===== src/rtl/core/rxbq_ram.sv =====
// Generic single-port-write, single-read RAM with registered read data.
// No dependencies.
`timescale 1ns / 1ps
module rxbq_ram #(
  parameter int WIDTH = 8,
  parameter int DEPTH = 256
) (
  input  logic                     clk,
  input  logic                     we,
  input  logic [$clog2(DEPTH)-1:0] waddr,
  input  logic [WIDTH-1:0]         wdata,
  input  logic [$clog2(DEPTH)-1:0] raddr,
  output logic [WIDTH-1:0]         rdata
);
  logic [WIDTH-1:0] mem [DEPTH];

  always_ff @(posedge clk) begin
    if (we) mem[waddr] <= wdata;
    rdata <= mem[raddr];
  end
endmodule


===== config.mk =====
export PLATFORM = sky130hd
export DESIGN_NAME = rxbq_ram
export DESIGN_NICKNAME = d
export VERILOG_FILES = /design/src/rtl/core/rxbq_ram.sv
export SDC_FILE = /design/constraint.sdc
export NUM_CORES = 2
export LEC_CHECK = 0
export ABC_AREA = 1
export BUFFER_PORTS_ARGS = -buffer_cell sky130_fd_sc_hd__buf_4
export CAP_MARGIN = 40
export CORE_MARGIN = 2
export CORE_UTILIZATION = 33
export CTS_BUF_LIST = sky130_fd_sc_hd__clkbuf_4
export DETAILED_ROUTE_END_ITERATION = 8
export GPL_ROUTABILITY_DRIVEN = 0
export HOLD_SLACK_MARGIN = 0.1
export PLACE_DENSITY = 0.56
export SLEW_MARGIN = 15
export SYNTH_ARGS = -nofsm -noshare
export SYNTH_HDL_FRONTEND = slang
export SYNTH_SLANG_ARGS = --single-unit

===== constraint.sdc =====
create_clock -name clk -period 3.7 [get_ports clk]
set_clock_uncertainty 0.05 [all_clocks]
set_input_delay 0.37 -clock clk [delete_from_list [all_inputs] [get_ports clk]]
set_output_delay 0.37 -clock clk [all_outputs]
set_load 0.02 [all_outputs]

==> flow_metrics.tcl <==
set metrics [dict create \
    synth.avg_cell_area_um2 11.91 \
    drtPass1Iterations 8 \
    grt_pass1_vias 56340 \
    worst-setup-path-type "in2reg" \
    post_cts_buffers 0 \
    htree_levels 6 \
    worst_slew_pin_slew_ns 0.9495 \
    drt_iter0_markers 6270 \
    cp_common_cell "nand3_1" \
    status "completed" \
    die_h_um 506.7 \
    critPathRequiredTime_ns 4.90 \
    synth_top_area_cell "edfxtp_1" \
    synth_area_leaders "edfxtp_1, nand3_1, nand2_1" \
    areaGrowthSynthToFinish_pct 15.34 \
    cts_buffer_depth 4 \
    insertion_delay_ns 1.38 \
    cp_data_arrival_time_ns 4.81 \
    viasPerCell 5.096 \
    postSynthCellCount 7003 \
    synth.top_cell.area_share 0.7374 \
    final_cells 11240 \
    cts_tree "yes" \
    synth_top_flop_cell "edfxtp_1" \
    critPathLaunchType "primary input" \
    drv_cap 0 \
    synth_warnings 0 \
    layout.nets 7574 \
    path_max_fanout 41 \
    grt_pass1_wl_um 367100 \
    hpwl_um 143500 \
    clkTransAtPathRegs_ns 0.07 \
    rows 184 \
    n_fill_cell 24350 \
    dieArea_um2 256800 \
    slowest_delay_ns 0.61 \
    async_reset_ff_frac 0 \
    antenna_found_initial 9 \
    num_vias 57280 \
    syn_nets 7029 \
    synthTopCellsByCount "nand2_1, edfxtp_1, nand3_1" \
    layout-drive-gt1-share 0.1565 \
    grt_overflow_total 0 \
    start_util 0.3317 \
    synth_seq_cells 2056 \
    cts-resized-gates 0 \
    io_pins 34 \
    period_share 0.9764 \
    portBuffers 33 \
    cp-end-kind "flip-flop" \
    pwr-share-comb 0.067 \
    seq_area_frac_synth 0.7394 \
    multi_input_area_um2 19150 \
    grt_max_degree 129 \
    final_core_util 0.3826 \
    cpMaxStageDelayCell "dlygate4sd3_1" \
    synth.most_common_cell "nand2_1" \
    internal-power_w 0.03628 \
    vdd_drop_max_mv 0.3970 \
    p_clk_frac 0.394 \
    synth_edf_count 2048 \
    path_cells "dlygate4sd3_1 -> buf_8 -> inv_8 -> buf_12 -> buf_12 -> nand3_1 -> nand3_1 -> nand3_1 -> nand3_1 -> nand3_1 -> nand3_1 -> dlygate4sd3_1 -> nand2_1 -> dlygate4sd3_1 -> nand2_1 -> nand2_1 -> dlygate4sd3_1" \
    fp.dieW_um 506.7 \
    hold_class "in2reg" \
    drc 0 \
    grt_usage 0.1903 \
    finalMaxSlewViolations 0 \
    switching_share 0.2387 \
    postRouteAntennaNets 0 \
    ff_latch_area_um2 61660 \
    rsz0062_at_grt "false" \
    wl_per_cell_um 22.16 \
    period_needed_ns 3.613 \
    syn_area_um2 83400 \
    slew_headroom 0.3670 \
    setup_viol 0 \
    switchingPower_w 0.01138 \
    core_area_um2 251400 \
    synth.distinct_cells 14 \
    p_seq_frac 0.539 \
    place_inst 10280 \
    drt-total-wl_um 249000 \
    power_density_nw_per_um2 495.4 \
    tns_ns 0 \
    numCtsBuffers 540 \
    p_leak_nw 34.11 \
    p_total_w 0.04766 \
    max_freq_mhz 276.8 \
    cts_sinks 2056 \
    hold_viol 0 \
    cts_root_buffer "clkbuf_4" \
]
worst paths after layout:
path | endpoint | slack, ns | startpoint | cells after the start
min reg2reg | rdata[4]$_DFF_P_ | 0.99 | mem[116][4]$_DFFE_PP_ | 10
max reg2reg | rdata[1]$_DFF_P_ | 0.34 | mem[199][1]$_DFFE_PP_ | 13
min | mem[100][6]$_DFFE_PP_ | 0.18 | wdata[6] | 2
max | rdata[1]$_DFF_P_ | 0.09 | raddr[1] | 17
registers in the layout, indices dropped and copies added (netlist names):
signal  cells
mem      2048
rdata       8
logic make-up (layout without fill, tap and decap cells):
| kind of cell | after synthesis | after routing | share of synthesized area |
|---|---|---|---|
| flops | 2056 | 2056 | 0.7394 |
| buf+inv | 522 | 1400 | 0.03119 |
| other cells | 0 | 10 | 0 |
| simple gates | 4425 | 4425 | 0.2295 |
cell usage in the layout (no fill, tap or decap), drive strengths merged:
cell         netlist  routed
nand2           2123    2123
diode              0      10
nor2             283     283
clkinvlp           0       1
dlygate4sd3        0      57
clkbuf           112     765
buf              371     429
nand3           2019    2019
bufinv             0       5
clkinv             0      93
edfxtp          2048    2048
dfxtp              8       8
inv               39      50
per-stage QoR:
| step | instance area [um2] | hold WS, ns | setup WS [ns] |
|---|---|---|---|
| floorplan | 83400 | 0.4189 | 1.789 |
| global placement | 88910 | 0.7312 | 0.3579 |
| detailed placement | 89080 | 0.7186 | 0.3480 |
| CTS | 96080 | 0.1008 | 0.2522 |
| global route | 96180 | 0.1267 | 0.1024 |
| finish | 96190 | 0.1837 | 0.08746 |
layout make-up:
class	instances	area share
diodes	10	0.0002601
clock buffers	765	0.05970
clock inverters	110	0.005892
inverters	39	0.001873
multi-input cells	4425	0.1990
flip-flops and latches	2056	0.6410
well taps	3348	0.04355
repair buffers	486	0.04867
critical path, delay by kind of cell:
family                 cells  cell delay, ns
AND/OR/NAND/NOR            9            1.06
buffers and inverters      8            3.30
layer usage:
metal / global-route usage / vias up / part of all wire / wire length [um]
met3: 0.03607 / 501 / 0.075 / 18660
li1: - / 26290 / - / -
met2: 0.3086 / 2456 / 0.48 / 119000
met4: 0.08275 / 6 / 0.041 / 10130
met5: 0 / - / 0.00019 / 47
met1: 0.2488 / 28020 / 0.41 / 101300
repair_timing:
action	4_1_cts	5_1_grt
hold buffers	62	0
endpoints found under the setup margin	0	0
hold endpoints to repair	3802	0
power by group through the flow:
stage / Clock, W / Sequential (W) / Combinational (W)
after floorplan: 0 / 0.0262 / 0.00158
after global placement: 0 / 0.0262 / 0.00307
after detailed placement: 0 / 0.0262 / 0.00309
after CTS: 0.0192 / 0.0257 / 0.00319
after global routing: 0.0204 / 0.0257 / 0.00343
final: 0.0188 / 0.0257 / 0.00319
Power figures use the tool's default switching activity.
