<file path="src/rtl/core/rxbq_addr_mul.sv">
// Shift-and-add multiplier for the descriptor DMA address: base + id * stride.
// Depends on nothing; one stride bit per cycle.
`timescale 1ns / 1ps
module rxbq_addr_mul #(
  parameter int IW = 8
) (
  input  logic          clk,
  input  logic          rst,
  input  logic          go,
  input  logic [47:0]   base,
  input  logic [IW-1:0] id,
  input  logic [15:0]   stride,
  output logic          done,
  output logic [47:0]   addr
);
  logic [15:0] rem;
  logic [47:0] mcand;
  logic        run;

  always_ff @(posedge clk) begin
    if (rst) begin
      run  <= 1'b0;
      done <= 1'b0;
    end else begin
      done <= 1'b0;
      if (go) begin
        run   <= 1'b1;
        addr  <= base;
        mcand <= 48'(id);
        rem   <= stride;
      end else if (run) begin
        if (rem[0]) addr <= addr + mcand;
        mcand <= {mcand[46:0], 1'b0};
        rem   <= {1'b0, rem[15:1]};
        if (rem[15:1] == 15'd0) begin
          run  <= 1'b0;
          done <= 1'b1;
        end
      end
    end
  end
endmodule

</file>
<file path="config.mk">
export PLATFORM = sky130hd
export DESIGN_NAME = rxbq_addr_mul
export DESIGN_NICKNAME = d
export VERILOG_FILES = /design/src/rtl/core/rxbq_addr_mul.sv
export SDC_FILE = /design/constraint.sdc
export NUM_CORES = 1
export LEC_CHECK = 0
export BUFFER_PORTS_ARGS = -buffer_cell sky130_fd_sc_hd__buf_4
export CAP_MARGIN = 10
export CELL_PAD_IN_SITES_DETAIL_PLACEMENT = 2
export CELL_PAD_IN_SITES_GLOBAL_PLACEMENT = 2
export CORE_ASPECT_RATIO = 1.75
export CORE_UTILIZATION = 31
export CTS_CLUSTER_SIZE = 25
export DETAILED_ROUTE_END_ITERATION = 10
export GPL_ROUTABILITY_DRIVEN = 1
export PLACE_DENSITY = 0.79
export SLEW_MARGIN = 20
export SYNTH_ARGS = -nofsm -noshare
export SYNTH_HDL_FRONTEND = slang
export SYNTH_SLANG_ARGS = --single-unit
</file>
<file path="constraint.sdc">
create_clock -name clk -period 5.6 [get_ports clk]
set_input_delay 0.28 -clock clk [delete_from_list [all_inputs] [get_ports clk]]
set_output_delay 0.28 -clock clk [all_outputs]
set_load 0.01 [all_outputs]
</file>
==> out/results.ini <==
[status]
outcome = finished, final reports clean

[yosys]
ys_seq_elements = 114
ys.flop_type = edfxtp_1
yosysUniqueCellTypes = 66
yosysTopAreaCell = edfxtp_1
synth_async_sr_flop_share_pct = 0
ys_seq_area_share_pct = 45.5
synth.area.top_cells = edfxtp_1 (45%), ha_1 (7.9%), nand2_1 (4.3%), o21ai_0 (4.1%), a21oi_1 (3.9%)
synth_area_um2 = 7480
yosysWarnings = 0
postSynthCellCount = 742
synth_edf_count = 112
avgSynthCellArea_um2 = 10.1
synth_top_area_share_pct = 45.0
synth_fp_nets = 865

[critical_path]
cp_top_family = compound AO/OA/AOI/OAI gates
r2r_end = addr[36]$_DFFE_PP_
cp_max_fo = 5
reg2regPathDepth = 11
start_kind = register
path_buf_inv = 1
cp.required_ps = 5790
reg2reg_from = addr[0]$_DFFE_PP_
path_cells = ha_1 > inv_1 > fa_1 > and2b_1 > o2111ai_2 > a311oi_1 > o31ai_2 > a21oi_2 > a211o_1 > mux2i_1 > nor2_1
crit_type = reg -> reg
critPathMaxStageDelay_ps = 420
crit_arrival_ps = 3390
critical-path-slowest-cell = a311oi_1
critPathCaptureType = register
rrSetupSlack_ps = 2400

[detailed_routing]
final_antenna_net_count = 0
drt-initial-drc-count = 184
viasPerCell = 5.31
num_vias = 6200
drtPass1Iterations = 4
routed_wl_um = 24300
wl_per_cell_um = 20.8
drc_errors = 0

[clocking]
clock-sinks = 114
cts_buffers = 17
hold_buffers = 0
cts_resized = 0
path_clk_slew_ps = 60
htree_levels = 4
clock_latency_ps = 440
root_buffer = clkbuf_16
clock_path_buffers = 2
postCtsSetupRepairBufs = 0
cts_tree = done

[flow_run]
drv_cap = 0

[global_routing]
overflow = 0
grt_pass1_vias = 7051
grt_pass1_wl_um = 38200
grt_start_max_net_pins = 84
antenna_found_initial = 0
grtUsageTotal_pct = 20.4

[placed_design]
place_ws_ps = 2460
post-dp-hpwl_um = 18400
routabilityCongestion = 0.826
placed_cells = 1136
port_buffers = 123

[floorplan]
die_area_um2 = 24800
fp.dieH_um = 208
io_pins = 124
start_util_pct = 31.8
die_width_um = 119
core_um2 = 23500
rows = 74

[timing]
max-slew-margin-rel_pct = 36.8
fin_crit_ps = 3200
fin_ws_ps = 2400
tightestPinTransition_ps = 946
slew_violations = 0
fin_setup_tns_ps = 0
hold_viol = 0
fin_crit_sh_pct = 57.2
setup_viol = 0
whs_ps = 67.6
finClkSkew_ps = 9.61
grt_setup_unrepaired = false
max_freq_mhz = 312

[layout]
final_util_pct = 39.4
final_cells = 1168
antennaDiodeCount = 0
drive_above_1_share_pct = 23.5
regArea_um2 = 3400
final_common_cell = buf_4
finalNetCount = 974
fillers = 2592
final_cell_mix = buf_4 (126), edfxtp_1 (112), nand2_1 (85)
multiInputGateArea_um2 = 3870
areaGrowthSynthToFinish_pct = 24.0

[hold_path]
hold_start = rst
min_to = run$_SDFF_PP0_
hold_depth = 2
min_path_type = in -> reg

[power_and_ir_drop]
peakVddDrop_mv = 0.150
powerDensity_nw_per_um2 = 312
p_leak_nw = 3.67

-- power by group --
group	total, mW	leakage, nW	internal [mW]	switching [mW]
Clock	1.13	0.279	0.695	0.432
Combinational	0.702	2.29	0.288	0.414
Sequential	1.07	1.09	1.02	0.0408
-- synth_stat cells, drive strengths merged (7+ instances only) --
cell    instances
edfxtp        112
nand2          85
o21ai          68
a21oi          62
ha             47
nor2b          42
nor2           40
clkbuf         25
mux2           24
xnor2          21
a21o           20
inv            16
nand3          13
nor3           13
xor2           13
buf            12
nand4          12
o21bai         10
o21a            9
and2            7
and3            7
nor4            7
-- sequential cells by signal, indices dropped and copies added, names as in the netlist --
name	cells
addr	48
done	1
mcand	48
rem	16
run	1
-- worst max-delay path by stage --
| stage | end | cells after the start | start |
|---|---|---|---|
| floorplan | mcand[0]$_SDFFCE_PN0P_ | 5 | go |
| global placement | addr[36]$_DFFE_PP_ | 11 | addr[0]$_DFFE_PP_ |
| detailed placement | addr[36]$_DFFE_PP_ | 11 | addr[0]$_DFFE_PP_ |
| CTS | addr[36]$_DFFE_PP_ | 11 | addr[0]$_DFFE_PP_ |
| global route | addr[36]$_DFFE_PP_ | 11 | mcand[0]$_SDFFCE_PN0P_ |
| finish | addr[36]$_DFFE_PP_ | 11 | addr[0]$_DFFE_PP_ |
-- worst reg2reg max path, cell delays in order (launching register included) --
cell and delay [ps]:
edfxtp_1 360, ha_1 210, inv_1 70, fa_1 410
and2b_1 280, o2111ai_2 160, a311oi_1 420, o31ai_2 160
a21oi_2 310, a211o_1 240, mux2i_1 260, nor2_1 90
-- through the flow --
step	instance area (µm²)	power (mW)
3_3_place_gp	8660	1.76
4_1_cts	9280	2.92
2_1_floorplan	7480	1.53
5_1_grt	9280	3.02
3_5_place_dp	8680	1.79
6_report	9280	2.89
-- routing by layer --
metal	global-route usage [%]	vias up	routed length [µm]
met5	0	-	0
met4	9.96	0	889
met3	3.52	47	720
met2	39.6	118	13700
met1	20.4	3058	8940
li1	-	2977	-
-- cells by family (layout without fill, tap and decap cells) --
kind of cell | Yosys count | after routing | synth area share, %
adder cells (fa/ha/maj) | 48 | 48 | 8.13
buffers and inverters | 53 | 175 | 2.93
XOR/XNOR | 34 | 34 | 3.98
AO/OA/AOI/OAI | 217 | 217 | 18.7
flip-flops | 114 | 114 | 45.5
multiplexers | 26 | 26 | 3.88
AND/OR/NAND/NOR | 250 | 250 | 16.9
-- layout make-up --
class / instances / area share (%)
flip-flops and latches: 114 / 36.7
well taps: 304 / 4.10
inverters: 16 / 0.647
clock buffers: 18 / 4.63
multi-input cells: 575 / 41.8
clock inverters: 14 / 1.78
repair buffers: 127 / 10.4
Note: power is estimated with default switching activity, not from simulation.
